--- src/lfsc_pkg.sv ---
`default_nettype none
package lfsc_pkg;

   localparam int SENSOR_COUNT = 8;
   localparam int DIV_STEPS    = 8;
   localparam logic [11:0] DRIVE_LIMIT  = 12'd2600;
   localparam logic [12:0] RAMP_STEP    = 13'd100;
   localparam logic [11:0] INNER_SEARCH = 12'd350;
   localparam logic signed [7:0] SLOW_ERROR = 8'sd20;
   localparam logic signed [7:0] DIFF_LIMIT = 8'sd8;
   localparam logic [7:0] THIRD_MUL = 8'd171;
   localparam logic [1:0] BRAKE_TICKS = 2'd2;
   localparam logic [1:0] EXIT_TICKS  = 2'd2;

   typedef logic [1:0] mode_type;
   localparam mode_type MODE_FOLLOW = 2'd0;
   localparam mode_type MODE_SEARCH = 2'd1;
   localparam mode_type MODE_BRAKE  = 2'd2;
   localparam mode_type MODE_PIVOT  = 2'd3;

   typedef logic [2:0] csr_addr_type;
   localparam csr_addr_type CSR_BASE_DRIVE   = 3'd0;
   localparam csr_addr_type CSR_TURN_BASE    = 3'd1;
   localparam csr_addr_type CSR_PROP_GAIN    = 3'd2;
   localparam csr_addr_type CSR_DERIV_GAIN   = 3'd3;
   localparam csr_addr_type CSR_SHARP_THR    = 3'd4;
   localparam csr_addr_type CSR_SHARP_DRIVE  = 3'd5;
   localparam csr_addr_type CSR_SHARP_LOST   = 3'd6;
   localparam csr_addr_type CSR_SEARCH_OUTER = 3'd7;

   typedef struct packed {
      logic capture;
      logic load;
      logic div_step;
      logic filt;
      logic mul;
      logic commit;
   } cmd_type;

   typedef struct packed {
      logic out_free;
   } status_type;

   // sensor at raw bit idx carries weight 35 - 10*idx
   function automatic logic signed [6:0] weight(input logic [2:0] idx);
      logic signed [6:0] w;
      unique case (idx)
         3'd0: w = 7'sd35;
         3'd1: w = 7'sd25;
         3'd2: w = 7'sd15;
         3'd3: w = 7'sd5;
         3'd4: w = -7'sd5;
         3'd5: w = -7'sd15;
         3'd6: w = -7'sd25;
         default: w = -7'sd35;
      endcase
      return w;
   endfunction

   function automatic logic [11:0] clamp_drive(input logic signed [14:0] v);
      logic [11:0] r;
      if (v < 15'sd0) r = 12'd0;
      else if (v > $signed({3'b000, DRIVE_LIMIT})) r = DRIVE_LIMIT;
      else r = v[11:0];
      return r;
   endfunction

   function automatic logic [11:0] limit_level(input logic [11:0] v);
      return (v > DRIVE_LIMIT) ? DRIVE_LIMIT : v;
   endfunction

   function automatic logic [11:0] ramp(input logic [11:0] now, input logic [11:0] tgt);
      logic [12:0] n;
      logic [12:0] t;
      logic [12:0] r;
      n = {1'b0, now};
      t = {1'b0, tgt};
      if (n + RAMP_STEP < t) r = n + RAMP_STEP;
      else if (n > t + RAMP_STEP) r = n - RAMP_STEP;
      else r = t;
      return r[11:0];
   endfunction

endpackage
`default_nettype wire

--- src/line_follow_steering_controller.sv ---
`default_nettype none
// Line-follow steering controller. Each request carries eight raw sensor levels and
// yields one response with both wheel commands (negated ramped levels), the steering
// mode and the filtered line error. A request passes from acceptance through a load
// step, the bit-serial divide of the weighted sum by the lit-sensor count (eight
// divide steps), a filter step, a multiply step and a commit step before the response
// appears. A new request is taken the cycle after commit, so no new request is taken
// while one is still in work; commit holds while an earlier response still waits,
// and the response register lets a new request in while that response waits.
module line_follow_steering_controller import lfsc_pkg::*; (
   input  wire         clock,
   input  wire         reset,
   input  wire         req_tvalid,
   output logic        req_tready,
   input  wire  [7:0]  req_tdata,   // sensor_levels[7:0]
   output logic        rsp_tvalid,
   input  wire         rsp_tready,
   output logic [39:0] rsp_tdata,   // left_drive[12:0], right_drive[25:13], mode[27:26],
                                    // filtered_error_out[34:28], zero pad[39:35]
   input  wire         csr_wen,
   input  wire  [2:0]  csr_addr,
   input  wire  [11:0] csr_wdata
);

   cmd_type    cmd;
   status_type status;
   logic signed [12:0] left_drive, right_drive;
   mode_type mode;
   logic signed [6:0] filtered_error_out;

   lfsc_ctrl u_ctrl (
      .clock      (clock),
      .reset      (reset),
      .req_tvalid (req_tvalid),
      .req_tready (req_tready),
      .status     (status),
      .cmd        (cmd)
   );

   lfsc_datapath u_datapath (
      .clock              (clock),
      .reset              (reset),
      .cmd                (cmd),
      .status             (status),
      .sensor_levels      (req_tdata),
      .csr_wen            (csr_wen),
      .csr_addr           (csr_addr),
      .csr_wdata          (csr_wdata),
      .rsp_valid          (rsp_tvalid),
      .rsp_ready          (rsp_tready),
      .left_drive         (left_drive),
      .right_drive        (right_drive),
      .mode               (mode),
      .filtered_error_out (filtered_error_out)
   );

   assign rsp_tdata = {5'b00000, filtered_error_out, mode, right_drive, left_drive};

endmodule
`default_nettype wire

--- src/lfsc_ctrl.sv ---
`default_nettype none
module lfsc_ctrl import lfsc_pkg::*; (
   input  wire        clock,
   input  wire        reset,
   input  wire        req_tvalid,
   output logic       req_tready,
   input  status_type status,
   output cmd_type    cmd
);

   typedef enum logic [2:0] {
      ST_IDLE, ST_LOAD, ST_DIV, ST_FILT, ST_MUL, ST_COMMIT
   } state_type;

   state_type state_ff, state_in;
   logic [2:0] step_ff, step_in;

   always_comb begin
      state_in = state_ff;
      step_in  = step_ff;
      cmd      = '0;
      unique case (state_ff)
         ST_IDLE: begin
            if (req_tvalid) begin
               cmd.capture = 1'b1;
               state_in = ST_LOAD;
            end
         end
         ST_LOAD: begin
            cmd.load = 1'b1;
            step_in  = '0;
            state_in = ST_DIV;
         end
         ST_DIV: begin
            cmd.div_step = 1'b1;
            step_in = step_ff + 3'd1;
            if (step_ff == 3'(DIV_STEPS - 1)) state_in = ST_FILT;
         end
         ST_FILT: begin
            cmd.filt = 1'b1;
            state_in = ST_MUL;
         end
         ST_MUL: begin
            cmd.mul = 1'b1;
            state_in = ST_COMMIT;
         end
         ST_COMMIT: begin
            // hold until the result register is free
            if (status.out_free) begin
               cmd.commit = 1'b1;
               state_in = ST_IDLE;
            end
         end
         default: state_in = ST_IDLE;
      endcase
   end

   always_ff @(posedge clock) begin
      if (reset) begin
         state_ff <= ST_IDLE;
         step_ff  <= '0;
      end else begin
         state_ff <= state_in;
         step_ff  <= step_in;
      end
   end

   assign req_tready = (state_ff == ST_IDLE);

endmodule
`default_nettype wire

--- src/lfsc_datapath.sv ---
`default_nettype none
module lfsc_datapath import lfsc_pkg::*; (
   input  wire               clock,
   input  wire               reset,
   input  cmd_type           cmd,
   output status_type        status,
   input  wire  [7:0]        sensor_levels,
   input  wire               csr_wen,
   input  wire  [2:0]        csr_addr,
   input  wire  [11:0]       csr_wdata,
   output logic              rsp_valid,
   input  wire               rsp_ready,
   output logic signed [12:0] left_drive,
   output logic signed [12:0] right_drive,
   output mode_type          mode,
   output logic signed [6:0] filtered_error_out
);

   typedef enum logic [2:0] {
      P_BRAKE_HOLD, P_PIVOT_LOST, P_PIVOT_CONF, P_PIVOT_SHARP,
      P_SEARCH, P_BRAKE_ENTER, P_FOLLOW
   } path_type;

   // configuration
   logic [11:0] base_ff, turn_base_ff, sharp_drive_ff, sharp_lost_ff, search_outer_ff;
   logic [7:0]  prop_ff, deriv_ff;
   logic [5:0]  thr_ff;

   // per-request working registers
   logic [7:0] raw_ff;
   logic       neg_ff;
   logic [3:0] cnt_ff;
   logic [7:0] dvd_ff;
   logic [2:0] rem_ff;
   logic [5:0] quo_ff;
   logic signed [6:0] err_ff, sm_ff;
   logic signed [4:0] diff_ff;
   path_type   path_ff;
   logic       exit_ff, brake_neg_ff;
   logic [1:0] ec1_ff;
   logic signed [15:0] pprod_ff;
   logic signed [13:0] dprod_ff;

   // steering state
   logic signed [1:0] td_ff;
   logic [1:0] brake_ff, ec_ff;
   logic signed [6:0] lre_ff, prev_ff, smooth_ff;
   logic seen_ff, pev_ff, sv_ff;
   logic [11:0] left_ff, right_ff;

   logic rsp_valid_ff;
   logic signed [12:0] out_left_ff, out_right_ff;
   mode_type out_mode_ff;
   logic signed [6:0] out_fe_ff;

   assign status.out_free = !rsp_valid_ff || rsp_ready;

   // weighted sum and count of the lit sensors
   logic signed [8:0] sum_c;
   logic [3:0] cnt_c;
   always_comb begin
      sum_c = '0;
      cnt_c = '0;
      for (int i = 0; i < SENSOR_COUNT; i++) begin
         if (!raw_ff[i]) begin
            sum_c = sum_c + 9'(weight(3'(i)));
            cnt_c = cnt_c + 4'd1;
         end
      end
   end
   logic [8:0] sum_neg;
   assign sum_neg = 9'(-sum_c);

   // one restoring divide step per cycle
   logic [3:0] rem_sh;
   logic       q_bit;
   assign rem_sh = {rem_ff, dvd_ff[7]};
   assign q_bit  = (rem_sh >= cnt_ff);

   // error, filter and derivative
   logic signed [6:0] err_c, sm_c, sm_div;
   logic signed [7:0] err8, thr8, d8;
   logic signed [8:0] v9;
   logic [7:0] m8;
   logic [15:0] third_prod;
   logic [6:0] q7;
   logic hit_neg, hit_pos, centre, small_err, exit_c;
   logic [1:0] ec1_c;
   path_type path_c;
   logic signed [4:0] diff_c;

   always_comb begin
      err_c = (cnt_ff == 4'd0) ? 7'sd0 :
              (neg_ff ? -$signed({1'b0, quo_ff}) : $signed({1'b0, quo_ff}));
      err8  = {err_c[6], err_c};
      thr8  = $signed({2'b00, thr_ff});
      hit_neg = (-err8) >= thr8;
      hit_pos = err8 >= thr8;
      centre  = |(~raw_ff[5:2]);
      small_err = (err8 <= SLOW_ERROR) && (err8 >= -SLOW_ERROR);
      ec1_c = ec_ff + 2'd1;
      exit_c = 1'b0;
      if (td_ff != 2'sd0) begin
         if (brake_ff != 2'd0) path_c = P_BRAKE_HOLD;
         else if (cnt_ff == 4'd0) path_c = P_PIVOT_LOST;
         else if (centre && small_err) begin
            if (ec1_c >= EXIT_TICKS) begin
               exit_c = 1'b1;
               path_c = (hit_neg || hit_pos) ? P_BRAKE_ENTER : P_FOLLOW;
            end else begin
               path_c = P_PIVOT_CONF;
            end
         end else path_c = P_PIVOT_SHARP;
      end else if (cnt_ff == 4'd0) path_c = P_SEARCH;
      else if (hit_neg || hit_pos) path_c = P_BRAKE_ENTER;
      else path_c = P_FOLLOW;

      // (2f + e) / 3 toward zero, by reciprocal
      v9 = ({{2{smooth_ff[6]}}, smooth_ff} <<< 1) + {{2{err_c[6]}}, err_c};
      m8 = v9[8] ? 8'(-v9) : v9[7:0];
      third_prod = m8 * THIRD_MUL;
      q7 = third_prod[15:9];
      sm_div = v9[8] ? -$signed(q7) : $signed(q7);
      sm_c = (exit_c || !sv_ff) ? err_c : sm_div;

      d8 = {sm_c[6], sm_c} - {prev_ff[6], prev_ff};
      if (exit_c || !pev_ff) diff_c = 5'sd0;
      else if (d8 > DIFF_LIMIT) diff_c = 5'sd8;
      else if (d8 < -DIFF_LIMIT) diff_c = -5'sd8;
      else diff_c = d8[4:0];
   end

   // commit: correction, targets, ramp
   logic signed [16:0] corr_sum;
   logic signed [12:0] corr;
   logic [11:0] base_c, lt, rt, left_new, right_new, piv_level;
   logic signed [14:0] a15, b15;
   logic zero_levels;
   mode_type mode_c;

   always_comb begin
      corr_sum = {pprod_ff[15], pprod_ff} + {{3{dprod_ff[13]}}, dprod_ff};
      if (corr_sum > 17'sd2600) corr = 13'sd2600;
      else if (corr_sum < -17'sd2600) corr = -13'sd2600;
      else corr = corr_sum[12:0];
      base_c = (sm_ff > 7'sd20 || sm_ff < -7'sd20) ? turn_base_ff : base_ff;
      a15 = $signed({3'b000, base_c}) + {{2{corr[12]}}, corr};
      b15 = $signed({3'b000, base_c}) - {{2{corr[12]}}, corr};

      piv_level = (path_ff == P_PIVOT_SHARP) ? limit_level(sharp_drive_ff)
                                             : limit_level(sharp_lost_ff);
      lt = '0;
      rt = '0;
      zero_levels = 1'b0;
      mode_c = MODE_FOLLOW;
      case (path_ff)
         P_BRAKE_HOLD, P_BRAKE_ENTER: begin
            zero_levels = 1'b1;
            mode_c = MODE_BRAKE;
         end
         P_PIVOT_LOST, P_PIVOT_CONF, P_PIVOT_SHARP: begin
            mode_c = MODE_PIVOT;
            if (td_ff < 2'sd0) lt = piv_level;
            else rt = piv_level;
         end
         P_SEARCH: begin
            mode_c = MODE_SEARCH;
            if (!seen_ff) begin
               lt = limit_level(search_outer_ff);
               rt = limit_level(search_outer_ff);
            end else if ($signed({lre_ff[6], lre_ff}) <= -thr8) lt = limit_level(sharp_lost_ff);
            else if ($signed({lre_ff[6], lre_ff}) >= thr8) rt = limit_level(sharp_lost_ff);
            else if (lre_ff < 7'sd0) begin
               lt = limit_level(search_outer_ff);
               rt = INNER_SEARCH;
            end else begin
               lt = INNER_SEARCH;
               rt = limit_level(search_outer_ff);
            end
         end
         default: begin
            lt = clamp_drive(b15);
            rt = clamp_drive(a15);
         end
      endcase
      left_new  = zero_levels ? 12'd0 : ramp(left_ff, lt);
      right_new = zero_levels ? 12'd0 : ramp(right_ff, rt);
   end

   always_ff @(posedge clock) begin
      if (reset) begin
         base_ff <= 12'd1500;  turn_base_ff <= 12'd1100;
         prop_ff <= 8'd28;     deriv_ff <= 8'd4;
         thr_ff  <= 6'd30;     sharp_drive_ff <= 12'd1750;
         sharp_lost_ff <= 12'd2050; search_outer_ff <= 12'd1200;
         td_ff <= '0; brake_ff <= '0; ec_ff <= '0;
         lre_ff <= '0; seen_ff <= 1'b0; prev_ff <= '0; pev_ff <= 1'b0;
         smooth_ff <= '0; sv_ff <= 1'b0; left_ff <= '0; right_ff <= '0;
         rsp_valid_ff <= 1'b0;
      end else begin
         if (csr_wen) begin
            unique case (csr_addr)
               CSR_BASE_DRIVE:   base_ff <= csr_wdata;
               CSR_TURN_BASE:    turn_base_ff <= csr_wdata;
               CSR_PROP_GAIN:    prop_ff <= csr_wdata[7:0];
               CSR_DERIV_GAIN:   deriv_ff <= csr_wdata[7:0];
               CSR_SHARP_THR:    thr_ff <= csr_wdata[5:0];
               CSR_SHARP_DRIVE:  sharp_drive_ff <= csr_wdata;
               CSR_SHARP_LOST:   sharp_lost_ff <= csr_wdata;
               CSR_SEARCH_OUTER: search_outer_ff <= csr_wdata;
               default: ;
            endcase
         end
         if (rsp_ready) rsp_valid_ff <= 1'b0;
         if (cmd.commit) begin
            rsp_valid_ff <= 1'b1;
            left_ff  <= left_new;
            right_ff <= right_new;
            case (path_ff)
               P_BRAKE_HOLD: brake_ff <= brake_ff - 2'd1;
               P_PIVOT_LOST: begin
                  ec_ff <= '0;
                  pev_ff <= 1'b0;
               end
               P_PIVOT_CONF: begin
                  lre_ff <= err_ff; seen_ff <= 1'b1; ec_ff <= ec1_ff;
               end
               P_PIVOT_SHARP: begin
                  lre_ff <= err_ff; seen_ff <= 1'b1; ec_ff <= '0;
               end
               P_SEARCH: begin
                  pev_ff <= 1'b0;
                  sv_ff <= 1'b0;
               end
               P_BRAKE_ENTER: begin
                  // a pivot exit preloads the filter before the new pivot starts
                  if (exit_ff) smooth_ff <= err_ff;
                  lre_ff <= err_ff; seen_ff <= 1'b1;
                  td_ff <= brake_neg_ff ? -2'sd1 : 2'sd1;
                  brake_ff <= BRAKE_TICKS; ec_ff <= '0;
                  prev_ff <= err_ff; sv_ff <= 1'b0;
               end
               default: begin
                  lre_ff <= err_ff; seen_ff <= 1'b1;
                  if (exit_ff) begin
                     td_ff <= '0;
                     ec_ff <= '0;
                  end
                  smooth_ff <= sm_ff; sv_ff <= 1'b1;
                  prev_ff <= sm_ff; pev_ff <= 1'b1;
               end
            endcase
         end
      end
   end

   always_ff @(posedge clock) begin
      if (cmd.capture) raw_ff <= sensor_levels;
      if (cmd.load) begin
         neg_ff <= sum_c[8];
         cnt_ff <= cnt_c;
         dvd_ff <= sum_c[8] ? sum_neg[7:0] : sum_c[7:0];
         rem_ff <= '0;
         quo_ff <= '0;
      end
      if (cmd.div_step) begin
         rem_ff <= q_bit ? 3'(rem_sh - cnt_ff) : rem_sh[2:0];
         quo_ff <= {quo_ff[4:0], q_bit};
         dvd_ff <= {dvd_ff[6:0], 1'b0};
      end
      if (cmd.filt) begin
         err_ff <= err_c;
         sm_ff <= sm_c;
         diff_ff <= diff_c;
         path_ff <= path_c;
         exit_ff <= exit_c;
         ec1_ff <= ec1_c;
         brake_neg_ff <= hit_neg;
      end
      if (cmd.mul) begin
         pprod_ff <= sm_ff * $signed({1'b0, prop_ff});
         dprod_ff <= diff_ff * $signed({1'b0, deriv_ff});
      end
      if (cmd.commit) begin
         out_left_ff  <= -$signed({1'b0, left_new});
         out_right_ff <= -$signed({1'b0, right_new});
         out_mode_ff  <= mode_c;
         out_fe_ff    <= (path_ff == P_FOLLOW) ? sm_ff :
                         ((path_ff == P_BRAKE_ENTER && exit_ff) ? err_ff : smooth_ff);
      end
   end

   assign rsp_valid          = rsp_valid_ff;
   assign left_drive         = out_left_ff;
   assign right_drive        = out_right_ff;
   assign mode               = out_mode_ff;
   assign filtered_error_out = out_fe_ff;

endmodule
`default_nettype wire

--- config.mk ---
export PLATFORM = sky130hd
export DESIGN_NAME = line_follow_steering_controller
export DESIGN_NICKNAME = d
export VERILOG_FILES = /design/src/lfsc_pkg.sv /design/src/line_follow_steering_controller.sv /design/src/lfsc_ctrl.sv /design/src/lfsc_datapath.sv
export SDC_FILE = /design/constraint.sdc
export NUM_CORES = 1
export LEC_CHECK = 0
export BUFFER_PORTS_ARGS = -buffer_cell sky130_fd_sc_hd__buf_2
export CORE_MARGIN = 2
export CORE_UTILIZATION = 50
export DETAILED_ROUTE_END_ITERATION = 8
export PLACE_DENSITY = 0.69
export SKIP_LAST_GASP = 1
export SLEW_MARGIN = 10
export SYNTH_ARGS = -nofsm -noshare
export SYNTH_HDL_FRONTEND = slang
export SYNTH_SLANG_ARGS = --single-unit
--- constraint.sdc ---
create_clock -name clock -period 27.3 [get_ports clock]
set_input_delay 5.46 -clock clock [delete_from_list [all_inputs] [get_ports clock]]
set_output_delay 5.46 -clock clock [all_outputs]
set_load 0.005 [all_outputs]
# After elaboration in Yosys (flattened, before gate mapping)

Cells that the tools add are included.
Widths: inputs -> output; s select.

Flip-flop bits (word level): 264
Output and inout port bits: 42

Eq/ne operators: 23
Reduce and logical (&&, ||, !) cells: 53
Multipliers: 3
Bitwise operators: 6
Order comparisons: 27
Multiplexer cells: 108
$add $sub $neg: 37

Operators with widths:

| cell                  | count |
|---|---|
| $mux 12               | 25 |
| $mux 7                | 14 |
| $pmux 12 s3           | 2 |
| $mux 9                | 7 |
| $add 9x7->9           | 6 |
| $add 12x7->13 const B | 4 |
| $gt 12x12->1 const B  | 3 |
| $mux 3                | 12 |
| $mux 4                | 8 |
| $mux 8                | 4 |
| $eq 3x3->1 const B    | 10 |
| $gt 15x13->1 const B  | 2 |
| $lt 15x1->1 const B   | 2 |
| $pmux 7 s2            | 2 |
| $gt 12x13->1          | 2 |
| $lt 13x12->1          | 2 |
| $mux 13               | 2 |
| $neg 12->13           | 2 |
| $reduce_and 2->1      | 13 |
| $add 4x1->4 const B   | 6 |
| $sub 12x7->12 const B | 2 |
| $eq 3x2->1 const B    | 6 |
| $mux 6                | 3 |
| $pmux 3 s6            | 1 |
| 58 further kinds      | 117 |

# Depth between registers and ports, before layout

Word-level depth: 19
Mapped depth: 48

# Hierarchy

From an unflattened synthesis, not the netlist that was laid out.

Cell total of the unflattened synthesis: 2844
Area, all modules: 24247.0 sq um

Modules (own cells, without submodules):

| module                          | sequential area each (sq um) | area each (sq um) | cells each | times used |
|---|---|---|---|---|
| lfsc_datapath                   | 6366.1                       | 23820.3           | 2795       | 1 |
| lfsc_ctrl                       | 120.1                        | 385.4             | 43         | 1 |
| line_follow_steering_controller | 0.0                          | 41.3              | 6          | 1 |

# Least setup slack after synthesis

Ideal clock, no wire load.

Path type: register -> register
Start: reg u_datapath.dprod_ff[1]
End: reg u_datapath.out_right_ff[12] (netlist: u_datapath.right_drive[12]), data pin
Setup time: 265 ps
Arrival: 9585 ps
Setup slack: 17450 ps
Stages on the path, launching flop included: 45
Path buffers: 0
Cell sequence: edfxtp_1 > ha_1 > a21o_1 > a21oi_1 > o21ai_0 > a21oi_1 > o21bai_1 > a21oi_1 > o21ai_0 > or4_1 > a31oi_1 > xor2_1 > or4_1 > a21o_1 > mux2i_1 > and2_1 > ha_1 > inv_1 > [9 not listed] > nand2_1 > and2_0 > or3_1 > nand3_1 > nand2_1 > xnor2_1 > ha_1 > a2111oi_0 > o21ai_0 > o21a_1 > nor2_1 > o211a_1 > a21o_1 > ha_1 > nand2_1 > or3_1 > nand2b_1 > or3_1

Word-level cells in the longest chain between the ends: 15
Elaborated cells between the ends (all ways): 18

Ends and longest elaborated chain:

| item                   | line                 | source |
|---|---|---|
| start, declared        | lfsc_datapath.sv:42  | `logic signed [13:0] dprod_ff;` |
| start signal, assigned | lfsc_datapath.sv:282 | `dprod_ff <= diff_ff * $signed({1'b0, deriv_ff});` |
| $add 16x14->17 *       | lfsc_datapath.sv:142 | `corr_sum = {pprod_ff[15], pprod_ff} + {{3{dprod_ff[13]}}, dprod_ff};` |
| $lt 17x13->1           | lfsc_datapath.sv:144 | `else if (corr_sum < -17'sd2600) corr = -13'sd2600;` |
| $mux 13                | lfsc_datapath.sv:144 |  |
| $mux 13 *              | lfsc_datapath.sv:143 | `if (corr_sum > 17'sd2600) corr = 13'sd2600;` |
| $add 13x13->14 *       | lfsc_datapath.sv:147 | `a15 = $signed({3'b000, base_c}) + {{2{corr[12]}}, corr};` |
| $gt 15x13->1           | lfsc_pkg.sv:63       | `else if (v > $signed({3'b000, DRIVE_LIMIT})) r = DRIVE_LIMIT;` |
| $mux 12                | lfsc_pkg.sv:63       |  |
| $mux 12 *              | lfsc_pkg.sv:62       | `if (v < 15'sd0) r = 12'd0;` |
| $pmux 12 s3 *          | lfsc_datapath.sv:156 | `case (path_ff)` |
| $add 12x7->13          | lfsc_pkg.sv:79       | `else if (n > t + RAMP_STEP) r = n - RAMP_STEP;` |
| $gt 12x13->1           | lfsc_pkg.sv:79       |  |
| $mux 12                | lfsc_pkg.sv:79       |  |
| $mux 12 *              | lfsc_pkg.sv:78       | `if (n + RAMP_STEP < t) r = n + RAMP_STEP;` |
| $mux 12 *              | lfsc_datapath.sv:187 | `right_new = zero_levels ? 12'd0 : ramp(right_ff, rt);` |
| $neg 12->13 *          | lfsc_datapath.sv:286 | `out_right_ff <= -$signed({1'b0, right_new});` |
| end signal, assigned   | lfsc_datapath.sv:286 |  |
| end, declared          | lfsc_datapath.sv:52  | `logic signed [12:0] out_left_ff, out_right_ff;` |

Every way passes the cells marked *; elsewhere a longest branch is shown, timed or not.
A chain may end at the register's enable or synchronous reset.

# Final worst setup path

Ends and elaborated chain as after synthesis.

==> results.sh <==
export IMPL_insertion_delay_ps=620
export IMPL_drive_gt1_share_pct=6.65
export IMPL_synth_common_cells="nand2_1 (297), ha_1 (270), nor2_1 (258), a21oi_1 (233), inv_1 (230)"
export IMPL_required_ps=27630
export IMPL_syn_inst=2849
export IMPL_finalSetupTns_ps=0
export IMPL_reg2reg_depth=43
export IMPL_die_y_um=223
export IMPL_avgSynthCellArea_um2=8.44
export IMPL_p_leak_nw=10.9
export IMPL_synth_cell_type_count=101
export IMPL_ir_drop_mv=0.350
export IMPL_cts_setup_buffers=0
export IMPL_synthFlopType="dfxtp_1"
export IMPL_ys_async_sr_fraction_pct=0
export IMPL_gp_congestion=0.928
export IMPL_grt_antenna_before_repair=2
export IMPL_setup_viol=0
export IMPL_power_density_nw_per_um2=76.2
export IMPL_ios=70
export IMPL_ys_warn_count=0
export IMPL_grt_pass1_wl_mm=105
export IMPL_syn_area_um2=24000
export IMPL_r2r_slack_ps=15810
export IMPL_cts_root_buf="clkbuf_16"
export IMPL_num_rows=80
export IMPL_vias=20500
export IMPL_cap_violations=0
export IMPL_wire_per_inst_um=18.5
export IMPL_reg2reg_from="u_datapath.dprod_ff[1]"
export IMPL_grt_start_max_net_pins=85
export IMPL_io_buffer_count=64
export IMPL_drt_total_wl_mm=64.7
export IMPL_status="complete, no violations"
export IMPL_dr_first_iter_drc_count=1476
export IMPL_tritoncts="yes"
export IMPL_holdBufCountCts=0
export IMPL_holdCritStartpoint="u_datapath.turn_base_ff[1]"
export IMPL_grt_pass1_vias=20000
export IMPL_cts_sinks=264
export IMPL_fillers=4396
export IMPL_hold_path_end="u_datapath.turn_base_ff[1]"
export IMPL_fin_nets=3214
export IMPL_start_util_pct=50.5
export IMPL_firstDrtPassIters=9
export IMPL_min_path_cells=2
export IMPL_crit_fanout=8
export IMPL_hold_path_class="reg -> reg"
export IMPL_synth_edff_count=120
export IMPL_worst_setup_path_type="reg -> reg"
export IMPL_yosys_area_top_type_share_pct=15.0
export IMPL_clock_skew_ps=48.7
export IMPL_fin_crit_ps=11490
export IMPL_startpoint_type="register"
export IMPL_crit_path_top_delay_cell="or4_1"
export IMPL_hold_viol=0
export IMPL_grt_usage_pct=25.8
export IMPL_crit_path_end_kind="register"
export IMPL_p_total_mw=1.97
export IMPL_die_area_um2=49900
export IMPL_cts_max_level=1
export IMPL_die_x_um=223
export IMPL_drv_slew=0
export IMPL_fmax_mhz=87.0
export IMPL_hpwl_mm=50.4
export IMPL_regArea_um2=6490
export IMPL_ant_nets=0
export IMPL_grt_overflow=0
export IMPL_cts_max_path_buffers=3
export IMPL_rsz0062_at_grt="false"
export IMPL_clk_pin_slew_ps=60
export IMPL_routed_via_density=5.86
export IMPL_multi_input_area_um2=16200
export IMPL_yosysTopAreaCell="edfxtp_1"
export IMPL_synth_area_leaders="edfxtp_1 (15%), ha_1 (14%), dfxtp_1 (12%)"
export IMPL_drc_errors=0
export IMPL_synth_most_common_cell="nand2_1"
export IMPL_numCtsBuffers=31
export IMPL_crit_path_max_incr_delay_ps=590
export IMPL_synth_seq_cells=264
export IMPL_max_slew_margin_pct=28.2
export IMPL_ys_seq_area_share_pct=27.0
export IMPL_syn_to_final_growth_pct=7.50
export IMPL_timing_rr_end="u_datapath.right_drive[12]"
export IMPL_core_area_um2=47600
export IMPL_max_slew_worst_pin_slew_ps=1070
export IMPL_cts_resized=0
export IMPL_fin_crit_sh_pct=42.1
export IMPL_critPathArrivalTime_ps=11820
worst max-delay path: cells and delay by family, from the launching register on:
family / cells / cell delay [ps]
compound gates: 21 / 4860
simple gates: 11 / 3450
fa+ha+maj: 6 / 1620
xor+xnor: 3 / 530
flops: 1 / 390
mux: 1 / 280
buf+inv: 1 / 50
worst max path at each step:
stage / from / endpoint / slack (ps) / cells past startpoint
finish: u_datapath.dprod_ff[1] / u_datapath.right_drive[12] / 15810 / 43
global route: u_datapath.dprod_ff[1] / u_datapath.right_drive[12] / 14780 / 41
CTS: u_datapath.dprod_ff[1] / u_datapath.right_drive[12] / 15880 / 43
detailed placement: u_datapath.dprod_ff[1] / u_datapath.right_drive[12] / 15980 / 43
global placement: u_datapath.dprod_ff[1] / u_datapath.right_drive[12] / 16260 / 43
floorplan: u_datapath.dprod_ff[1] / u_datapath.right_drive[12] / 17450 / 44
metal layers:
layer  track usage (%)  routed length, um  vias to the layer above
met2              45.0              31100                      534
met1              33.6              28400                     9793
met5                 0                  0                        -
met4              8.62               2170                        0
li1                  -                  -                     9989
met3              2.55               3080                      136
through the flow:
stage / area [um2] / instances / hold WS (ps) / util (%) / worst slack [ps]
5_1_grt: 25800 / 3490 / 486 / 54.2 / 14780
3_5_place_dp: 24800 / 3431 / 448 / 52.0 / 15980
3_3_place_gp: 24800 / 3431 / 439 / 52.0 / 16260
2_1_floorplan: 24100 / 2853 / 432 / - / 17450
4_1_cts: 25800 / 3489 / 457 / 54.2 / 15880
6_report: 25800 / 3490 / 457 / 54.2 / 15810
cell families (layout without fill, tap and decap cells):
group / after synthesis / in the layout / synth area share (%)
buffers and inverters: 349 / 370 / 5.65
other: 1 / 6 / 0.0156
adder cells (fa/ha/maj): 339 / 339 / 19.7
AND/OR/NAND/NOR: 965 / 965 / 19.2
multiplexers: 64 / 64 / 2.79
AO/OA/AOI/OAI: 682 / 682 / 18.8
flip-flops: 264 / 264 / 27.0
XOR/XNOR: 185 / 185 / 6.83
flip-flops by register name, indices dropped and copies added, names as in the netlist, 12 cells and up:
signal and flops:
u_datapath.sharp_drive_ff 12, u_datapath.right_ff 12, u_datapath.base_ff 12, u_datapath.dprod_ff 14, u_datapath.pprod_ff 16, u_datapath.right_drive 13, u_datapath.search_outer_ff 12, u_datapath.left_ff 12
u_datapath.sharp_lost_ff 12, u_datapath.turn_base_ff 12, u_datapath.left_drive 13
final cells by class:
class | count | share of cell area, %
multi-input cells | 2240 | 62.8
flip-flops and latches | 264 | 25.1
inverters | 231 | 3.36
clock buffers | 37 | 3.17
well taps | 615 | 2.98
repair buffers | 81 | 1.74
clock inverters | 21 | 0.886
diodes | 1 | 0.00968
where the power goes:
| group | internal [mW] | switching, mW | leakage [nW] | total, mW |
|---|---|---|---|---|
| clock network | 0.245 | 0.180 | 0.505 | 0.426 |
| registers | 0.438 | 0.0150 | 2.26 | 0.453 |
| logic | 0.468 | 0.624 | 8.16 | 1.09 |
| total | 1.15 | 0.819 | 10.9 | 1.97 |
layout by cell type, fill, tap and decap left out, types with 17 or more instances in the layout:
cell	Yosys	routed
nor2b_1	59	59
mux2i_1	48	48
nand2_1	297	297
and2_1	71	71
nand4_1	19	19
inv_1	230	230
nand3b_1	21	21
a211o_1	17	17
nor2_1	258	256
buf_4	6	18
nor3_1	52	51
a31oi_1	37	37
a21o_1	36	36
or3_1	19	19
a211oi_1	35	35
edfxtp_1	120	120
nand3_1	46	46
clkbuf_16	0	31
dfxtp_1	144	144
o21bai_1	19	19
buf_2	5	63
xor2_1	63	63
nand2b_1	55	55
o21a_1	41	41
xnor2_1	120	120
a21oi_1	233	233
o21ai_0	99	99
fa_1	67	67
ha_1	270	270
No activity file was read; power rests on OpenSTA's default activity.
